$ cat src/hw/rtl/ntaf_pkg.sv
package ntaf_pkg;

	localparam logic [7:0] CHAR_ZERO = 8'h30;
	localparam logic [7:0] CHAR_NINE = 8'h39;
	localparam logic [7:0] CHAR_A    = 8'h41;
	localparam logic [7:0] CHAR_F    = 8'h46;
	localparam logic [7:0] CHAR_X    = 8'h58;

	localparam logic [3:0] NIB_TEN     = 4'd10;
	localparam logic [7:0] ALPHA_SKIP  = 8'd7;
	localparam logic [3:0] DABBLE_MIN  = 4'd5;
	localparam logic [3:0] DABBLE_ADD  = 4'd3;

	typedef logic [7:0] char_t;

	// Serves both decimal digits and upper-case hex digits.
	function automatic char_t nibble_to_ascii(input logic [3:0] nib);
		char_t c;
		c = CHAR_ZERO + {4'h0, nib};
		if (nib >= NIB_TEN) begin
			c = c + ALPHA_SKIP;
		end
		return c;
	endfunction

endpackage

$ cat src/hw/rtl/number_to_ascii_formatter_core.sv
// Converts one unsigned number per request into ASCII text, one character per response,
// most significant character first, with last set on the final character. Decimal requests
// pass the value through a shift-and-add-3 converter one bit per cycle; the digit register
// is then shifted out one digit per cycle while the output can take a character, leading
// zeros being dropped in the same slots. Hex requests give '0' and 'X' first and then the
// digits in the same slots, the slots above the digit count being skipped; a hex request
// with a digit count of zero is taken and gives no response. A new request is taken once
// the last character has been placed in the output register, while that character still
// waits to be taken.
module number_to_ascii_formatter_core #(
	parameter int VALUE_WIDTH    = 32,
	parameter int DEC_DIGITS_MAX = 10
) (
	input  logic                   clk,
	input  logic                   arst_n,
	input  logic                   req_valid,
	output logic                   req_ready,
	input  logic                   req_type,
	input  logic [VALUE_WIDTH-1:0] value,
	input  logic [3:0]             digit_count,
	output logic                   rsp_valid,
	input  logic                   rsp_ready,
	output logic [7:0]             ascii_char,
	output logic                   last
);

	localparam int HEX_DIGITS = (VALUE_WIDTH + 3) / 4;
	localparam int HEX_CLAMP  = VALUE_WIDTH / 4;
	localparam int SR_DIGITS  = (HEX_DIGITS > DEC_DIGITS_MAX) ? HEX_DIGITS : DEC_DIGITS_MAX;
	localparam int SR_W       = 4 * SR_DIGITS;
	localparam int DEC_W      = 4 * DEC_DIGITS_MAX;
	localparam int REM_W      = $clog2(SR_DIGITS + 1);
	localparam int CYC_W      = $clog2(VALUE_WIDTH + 1);

	localparam logic [2:0] ST_IDLE = 3'd0;
	localparam logic [2:0] ST_CONV = 3'd1;
	localparam logic [2:0] ST_PRE0 = 3'd2;
	localparam logic [2:0] ST_PREX = 3'd3;
	localparam logic [2:0] ST_EMIT = 3'd4;

	logic [2:0]             state_q;
	logic [VALUE_WIDTH-1:0] val_q;
	logic [SR_W-1:0]        sr_q;
	logic [CYC_W-1:0]       cyc_q;
	logic [REM_W-1:0]       rem_q;
	logic [REM_W-1:0]       lim_q;
	logic                   dec_q;
	logic                   started_q;
	logic                   ovf_q;
	logic                   rsp_valid_q;
	ntaf_pkg::char_t        char_q;
	logic                   last_q;

	logic [SR_W-1:0]  adj;
	logic [SR_W-1:0]  conv_next;
	logic             carry;
	logic [3:0]       top;
	logic             skip;
	logic             can_load;
	logic             rsp_load;
	logic [REM_W-1:0] hex_lim;

	assign req_ready  = (state_q == ST_IDLE);
	assign rsp_valid  = rsp_valid_q;
	assign ascii_char = char_q;
	assign last       = last_q;

	always_comb begin
		adj = sr_q;
		for (int i = 0; i < DEC_DIGITS_MAX; i++) begin
			if (sr_q[4*i +: 4] >= ntaf_pkg::DABBLE_MIN) begin
				adj[4*i +: 4] = sr_q[4*i +: 4] + ntaf_pkg::DABBLE_ADD;
			end
		end
		conv_next = {adj[SR_W-2:0], val_q[VALUE_WIDTH-1]};
		for (int i = DEC_W; i < SR_W; i++) begin
			conv_next[i] = 1'b0;
		end
		carry = adj[DEC_W-1];
	end

	assign top      = sr_q[SR_W-1 -: 4];
	assign skip     = (rem_q > lim_q) ||
	                  (dec_q && !started_q && (top == 4'd0) &&
	                   (rem_q > REM_W'(1)) && !ovf_q);
	assign can_load = !rsp_valid_q || rsp_ready;
	assign rsp_load = can_load && ((state_q == ST_PRE0) || (state_q == ST_PREX) ||
	                               ((state_q == ST_EMIT) && !skip));
	assign hex_lim  = (int'(digit_count) > HEX_CLAMP) ? REM_W'(HEX_CLAMP) : REM_W'(digit_count);

	always_ff @(posedge clk or negedge arst_n) begin
		if (!arst_n) begin
			state_q     <= ST_IDLE;
			rsp_valid_q <= 1'b0;
			cyc_q       <= '0;
			rem_q       <= '0;
			lim_q       <= '0;
			dec_q       <= 1'b0;
			started_q   <= 1'b0;
			ovf_q       <= 1'b0;
		end else begin
			if (rsp_load) begin
				rsp_valid_q <= 1'b1;
			end else if (rsp_valid_q && rsp_ready) begin
				rsp_valid_q <= 1'b0;
			end
			case (state_q)
				ST_IDLE: begin
					if (req_valid) begin
						rem_q     <= REM_W'(SR_DIGITS);
						started_q <= 1'b0;
						ovf_q     <= 1'b0;
						dec_q     <= !req_type;
						if (!req_type) begin
							lim_q   <= REM_W'(DEC_DIGITS_MAX);
							cyc_q   <= CYC_W'(VALUE_WIDTH);
							state_q <= ST_CONV;
						end else if (digit_count != 4'd0) begin
							lim_q   <= hex_lim;
							state_q <= ST_PRE0;
						end
					end
				end
				ST_CONV: begin
					ovf_q <= ovf_q | carry;
					cyc_q <= cyc_q - CYC_W'(1);
					if (cyc_q == CYC_W'(1)) begin
						state_q <= ST_EMIT;
					end
				end
				ST_PRE0: begin
					if (can_load) begin
						state_q <= ST_PREX;
					end
				end
				ST_PREX: begin
					if (can_load) begin
						state_q <= ST_EMIT;
					end
				end
				ST_EMIT: begin
					if (skip) begin
						rem_q <= rem_q - REM_W'(1);
					end else if (can_load) begin
						started_q <= 1'b1;
						rem_q     <= rem_q - REM_W'(1);
						if (rem_q == REM_W'(1)) begin
							state_q <= ST_IDLE;
						end
					end
				end
				default: begin
					state_q <= ST_IDLE;
				end
			endcase
		end
	end

	always_ff @(posedge clk) begin
		case (state_q)
			ST_IDLE: begin
				if (req_valid) begin
					val_q <= value;
					if (!req_type) begin
						sr_q <= '0;
					end else begin
						sr_q <= SR_W'(value);
					end
				end
			end
			ST_CONV: begin
				sr_q  <= conv_next;
				val_q <= {val_q[VALUE_WIDTH-2:0], 1'b0};
			end
			ST_PRE0: begin
				if (can_load) begin
					char_q <= ntaf_pkg::CHAR_ZERO;
					last_q <= 1'b0;
				end
			end
			ST_PREX: begin
				if (can_load) begin
					char_q <= ntaf_pkg::CHAR_X;
					last_q <= 1'b0;
				end
			end
			ST_EMIT: begin
				if (skip) begin
					sr_q <= {sr_q[SR_W-5:0], 4'b0000};
				end else if (can_load) begin
					sr_q   <= {sr_q[SR_W-5:0], 4'b0000};
					char_q <= ntaf_pkg::nibble_to_ascii(top);
					last_q <= (rem_q == REM_W'(1));
				end
			end
			default: begin
				sr_q <= sr_q;
			end
		endcase
	end

endmodule

$ cat config.mk
export PLATFORM = sky130hd
export DESIGN_NAME = number_to_ascii_formatter_core
export DESIGN_NICKNAME = d
export VERILOG_FILES = /design/src/hw/rtl/ntaf_pkg.sv /design/src/hw/rtl/number_to_ascii_formatter_core.sv
export SDC_FILE = /design/constraint.sdc
export NUM_CORES = 1
export LEC_CHECK = 0
export CAP_MARGIN = 20
export CORE_MARGIN = 1
export CORE_UTILIZATION = 46
export DETAILED_ROUTE_END_ITERATION = 8
export DONT_BUFFER_PORTS = 1
export REMOVE_ABC_BUFFERS = 1
export SLEW_MARGIN = 40
export SYNTH_ARGS = -nofsm -noshare
export SYNTH_HDL_FRONTEND = slang
export SYNTH_SLANG_ARGS = --single-unit
$ cat constraint.sdc
create_clock -name clk -period 3.6 [get_ports clk]
set_input_delay 0.36 -clock clk [delete_from_list [all_inputs] [get_ports clk]]
set_output_delay 0.36 -clock clk [all_outputs]
set_load 0.005 [all_outputs]
Word-level counts from Yosys, hierarchy flattened:

Index checks and enable logic that the tools add are counted.

* add/subtract/negate cells: 14
* order comparisons: 14
* equal/unequal tests: 18
* mux-type cells: 54
* bitwise operators: 1
* reduce and logical (&&, ||, !) cells: 36

Operators by type and width (number)
* $mux W40: 3
* $pmux W40 S3: 1
* $mux W32: 2
* $mux W4: 16
* $pmux W32 S2: 1
* $add A4 B2 Y4 const B: 10
* $ge A4 B3 Y1 const B: 10
* $mux W8: 5
* $mux W3: 9
* $pmux W8 S3: 1
* $pmux W3 S5: 1
* $ne A2 B2 Y1 const B: 7
* $mux W6: 2
* $pmux W6 S2: 1
* $reduce_and A3 Y1: 4
* $add A7 B3 Y8 const B: 1
* $mux W1: 8
* $pmux W4 S2: 1
* $reduce_and A4 Y1: 2
* $reduce_and A8 Y1: 1
* $reduce_bool A2 Y1: 4
* $add A6 B4 Y7 const A: 1
* $logic_and A1 B1 Y1: 7
* $eq A3 B2 Y1 const B: 2
* other kinds (24): 37

* flip-flop bits (word level): 102
* input port bits: 41
* output and inout port bits: 11

Longest topological paths before layout:

* depth in word-level cells: 11
* depth in mapped cells: 8
* mapped depth without buffers: 8

Worst setup path before layout:

Ideal clock, no wire load.

* path type: register to register
* from: register rem_q[2]
* to: register sr_q[0] (enable)
* arrival time: 3.250 ns
* setup slack: -0.106 ns
* cell stages (with the launch flop): 5
* path buffers: 0
* period minus slack after synthesis: 3.706 ns
* cell sequence: dfrtp_1 ha_1 and2_1 a32o_1 a22oi_1

* word-level cells in the longest chain between the ends: 6
* elaborated cells on any way between the ends: 7

RTL lines
* start, declared: line number_to_ascii_formatter_core.sv:45 `logic [REM_W-1:0] rem_q;`
* start signal, assigned: line number_to_ascii_formatter_core.sv:110 `rem_q <= REM_W'(SR_DIGITS);`
* start signal, assigned: line number_to_ascii_formatter_core.sv:143 `rem_q <= rem_q - REM_W'(1);`
* start signal, assigned: line number_to_ascii_formatter_core.sv:146 `rem_q <= rem_q - REM_W'(1);`
* $gt A4 B1 Y1: line number_to_ascii_formatter_core.sv:85 `(rem_q > REM_W'(1)) && !ovf_q);`
* $logic_and A1 B1 Y1: line number_to_ascii_formatter_core.sv:84 `(dec_q && !started_q && (top == 4'd0) &&`
* $logic_and A1 B1 Y1: line number_to_ascii_formatter_core.sv:85
* $logic_or A1 B1 Y1 (*): line number_to_ascii_formatter_core.sv:83 `assign skip = (rem_q > lim_q) ||`
* $ne A3 B3 Y1 (no line) (*)
* $reduce_and A3 Y1 (no line) (*)
* end signal, assigned: line number_to_ascii_formatter_core.sv:167 `sr_q <= SR_W'(value);`
* end signal, assigned: line number_to_ascii_formatter_core.sv:172 `sr_q <= conv_next;`
* end signal, assigned: line number_to_ascii_formatter_core.sv:189 `sr_q <= {sr_q[SR_W-5:0], 4'b0000};`
* end, declared: line number_to_ascii_formatter_core.sv:43 `logic [SR_W-1:0] sr_q;`

Mark *: on every way between the ends. The rest lies on a longest branch, timed or not.
A chain may end at the register's enable or synchronous reset.

Worst setup path in the final report:

* from: register state_q[2]
* to: register sr_q[15], data pin

* word-level cells in the longest chain between the ends: 2
* elaborated cells on any way between the ends: 4

RTL lines
* start, declared: line number_to_ascii_formatter_core.sv:41 `logic [2:0] state_q;`
* start signal, assigned: line number_to_ascii_formatter_core.sv:93 `state_q <= ST_IDLE;`
* start signal, assigned: line number_to_ascii_formatter_core.sv:117 `state_q <= ST_CONV;`
* start signal, assigned: line number_to_ascii_formatter_core.sv:120 `state_q <= ST_PRE0;`
* $eq A3 B3 Y1 (tied with other cells): line number_to_ascii_formatter_core.sv:160 `case (state_q)`
* $pmux W40 S3 (*): line number_to_ascii_formatter_core.sv:160

Marked as above.

==> impl_metrics.ini <==
[power]
comb_power_share = 0.397
irDropWorstVdd_mv = 0.470
finalPower_mw = 5.71
power.internal_mw = 3.46
p_leak_nw = 2.41
powerDensity_nw_per_um2 = 947
switching_share = 0.394
clkPwrFrac = 0.169
seqPwrFrac = 0.434
switchingPower_mw = 2.25

[clock_network]
cts.sinks = 101
root_buffer = clkbuf_16
cts_setup_buffers = 0
ctsHoldBuffers = 1
cts_buffer_depth = 2
cts.clk_slew.worst_paths_ns = 0.07
cts_tree = done
cts-htree-levels = 3
cts-resized-gates = 0
clk_latency_ns = 0.35
cts_made_buffers = 9

[worst_hold_path]
hold_end = cyc_q[5]$_DFFE_PN0P_
hold_path.class = input port to flip-flop
min_from = req_type
hold_path_depth = 1

[synthesis]
synth.distinct_cells = 55
ys_ff_latch = 101
ys_warn_count = 0
synth.top_cell.area_share = 0.430
ys.flop_type = edfxtp_1
yosysSeqAreaShare = 0.524
synth-edff-count = 80
ys_async_sr_fraction = 0.208
netlist_instances = 578
synth_area_per_cell_um2 = 9.67
synth_area_leaders = edfxtp_1 43%, dfrtp_1 9.4%, nand2_1 8.5%
syn_area_um2 = 5590
synth_top_area_cell = edfxtp_1

[setup_path]
regToRegStartpoint = state_q[2]$_DFFE_PN0P_
r2r-end = sr_q[15]$_DFFE_PP_
path_delay_family = simple AND/OR/NAND/NOR gates
reg2regPathDepth = 5
worstPathRequired_ns = 3.69
ff2ff_setup_slack_ns = 1.21
cp.arrival_ns = 2.48
crit_type = flip-flop to flip-flop
crit_slowest_cell = buf_4
start_kind = flip-flop
cpPeakStageDelay_ns = 0.51
worstPathMaxFanout = 47
worstPathCellList = and2b_1 -> nand2b_2 -> buf_4 -> a21oi_1 -> a221o_1
crit_cells = 5
path_buf_inv = 1
cp-end-kind = flip-flop

[placement]
dp.cells = 704
io_buffers = 0
dp_hpwl_um = 7790
dp_slack_ns = 1.25
place_congestion = 0.818

[die]
die_w_um = 112
core-area_um2 = 11600
die_h_um = 112
start_util = 0.481
std_cell_rows = 39
die-area_um2 = 12600
io-pin-count = 52

[detailed_routing]
drc = 2
vias = 4134
drt-met1-wl_um = 5130
route.met2.wl_um = 5760
drtAntennaViolNets = 0
vias_per_cell = 5.73
met3_length_um = 633
wirelength_um = 11700
maxUsedRoutingLayer = met4
dr.pass1.iters = 6
drt_iter0_drc = 220
route.detailed.wl_per_inst_um = 16.2

[final_layout]
n_antenna_cell = 0
layout_commonest_cell = nand2_1
drive_gt1_frac = 0.0553
areaGrowthSynthToFinish_pct = 7.92
utilization = 0.520
finalNonFillerCells = 722
fin_nets = 645
mostFrequentLayoutCells = 126 x nand2_1, 80 x edfxtp_1, 54 x a21oi_1, 45 x o21ai_0, 44 x nor2_1
n_fill_cell = 1050

[timing]
post-route-period-util = 0.665
max_freq_ghz = 0.418
setup_viol_count_final = 0
max_slew_margin = 0.589
rsz0062_at_grt = no
finalHoldViolations = 0
period_needed_ns = 2.39
final.setup_skew_ns = 0.00952
drv_slew = 0
setup_slack_ns = 1.21
worstMarginPinSlew_ns = 0.615

[global_route]
grt_first_pass_wirelength_um = 19300
antenna_found_initial = 0
grt_pass1_vias = 4111
grtUsageTotal = 0.197
overflow = 0
grt_max_degree = 48

[status]
violations = design-rule violations
outcome = finished with violations

[run]
drv_cap = 0
-- routing by layer --
metal	vias up	global-route usage
met1	1976	0.238
li1	2036	-
met3	12	0.0545
met2	110	0.338
met5	-	0
met4	0	0.0693
-- synth_stat cells, types with 7 or more instances --
library cell / count
nand2_1: 126
a21oi_1: 54
inv_1: 28
clkbuf_1: 11
o21ai_0: 45
ha_1: 30
xor2_1: 7
xnor2_1: 11
nor2_1: 44
nand2b_1: 14
nor3b_1: 10
o22ai_1: 9
dfrtp_1: 21
edfxtp_1: 80
a22oi_1: 16
buf_2: 7
-- worst max path at each step --
stage | from | endpoint | slack [ns]
finish | state_q[2]$_DFFE_PN0P_ | sr_q[15]$_DFFE_PP_ | 1.21
global route | state_q[2]$_DFFE_PN0P_ | sr_q[15]$_DFFE_PP_ | 1.06
CTS | state_q[2]$_DFFE_PN0P_ | sr_q[15]$_DFFE_PP_ | 1.21
detailed placement | state_q[2]$_DFFE_PN0P_ | sr_q[19]$_DFFE_PP_ | 1.25
global placement | state_q[2]$_DFFE_PN0P_ | sr_q[15]$_DFFE_PP_ | 1.29
floorplan | state_q[2]$_DFFE_PN0P_ | sr_q[0]$_DFFE_PP_ | -0.86
-- power by group through the flow --
stage | combinational [mW] | sequential [mW] | clock [mW]
floorplan | 1.76 | 2.39 | 0
global placement | 2.20 | 2.48 | 0
detailed placement | 2.27 | 2.50 | 0
CTS | 2.29 | 2.48 | 0.995
global route | 2.61 | 2.55 | 1.03
finish | 2.27 | 2.48 | 0.964
-- cells by family after synthesis --
family,count (synthesis),share of synthesized area
adders and majority gates,30,0.0671
muxes,1,0.00201
AOI/OAI and AO/OA,154,0.166
buffers and inverters,51,0.0378
and+or+nand+nor,222,0.175
DFF,101,0.524
other,1,0.000671
xor gates and xnor gates,18,0.0282
-- state kept, by name (all words and copies together), names as in the netlist --
| register | cells |
|---|---|
| dec_q | 1 |
| state_q | 3 |
| started_q | 1 |
| last | 1 |
| ovf_q | 1 |
| sr_q | 40 |
| val_q | 32 |
| rem_q | 4 |
| lim_q | 4 |
| cyc_q | 6 |
| rsp_valid | 1 |
| ascii_char | 7 |
-- per-stage QoR --
stage                     setup TNS [ns]  hold WS (ns)  area (um^2)
after floorplan                   -34.52        0.0644         5480
after global placement                 0        0.0651         5720
after detailed placement               0        0.0653         5730
after CTS                              0         0.102         6030
after global routing                   0         0.124         6030
final                                  0         0.119         6030
-- final cells by class --
| type | count | area [um^2] | share of cell area |
|---|---|---|---|
| Sequential cell | 101 | 2930 | 0.485 |
| Inverter | 28 | 105 | 0.0174 |
| Clock buffer | 11 | 243 | 0.0402 |
| Clock inverter | 5 | 50.0 | 0.00830 |
| Timing Repair Buffer | 8 | 60.1 | 0.00995 |
| Multi-Input combinational cell | 426 | 2470 | 0.409 |
| Tap cell | 143 | 179 | 0.0297 |
Note: power is estimated with default switching activity, not from simulation.
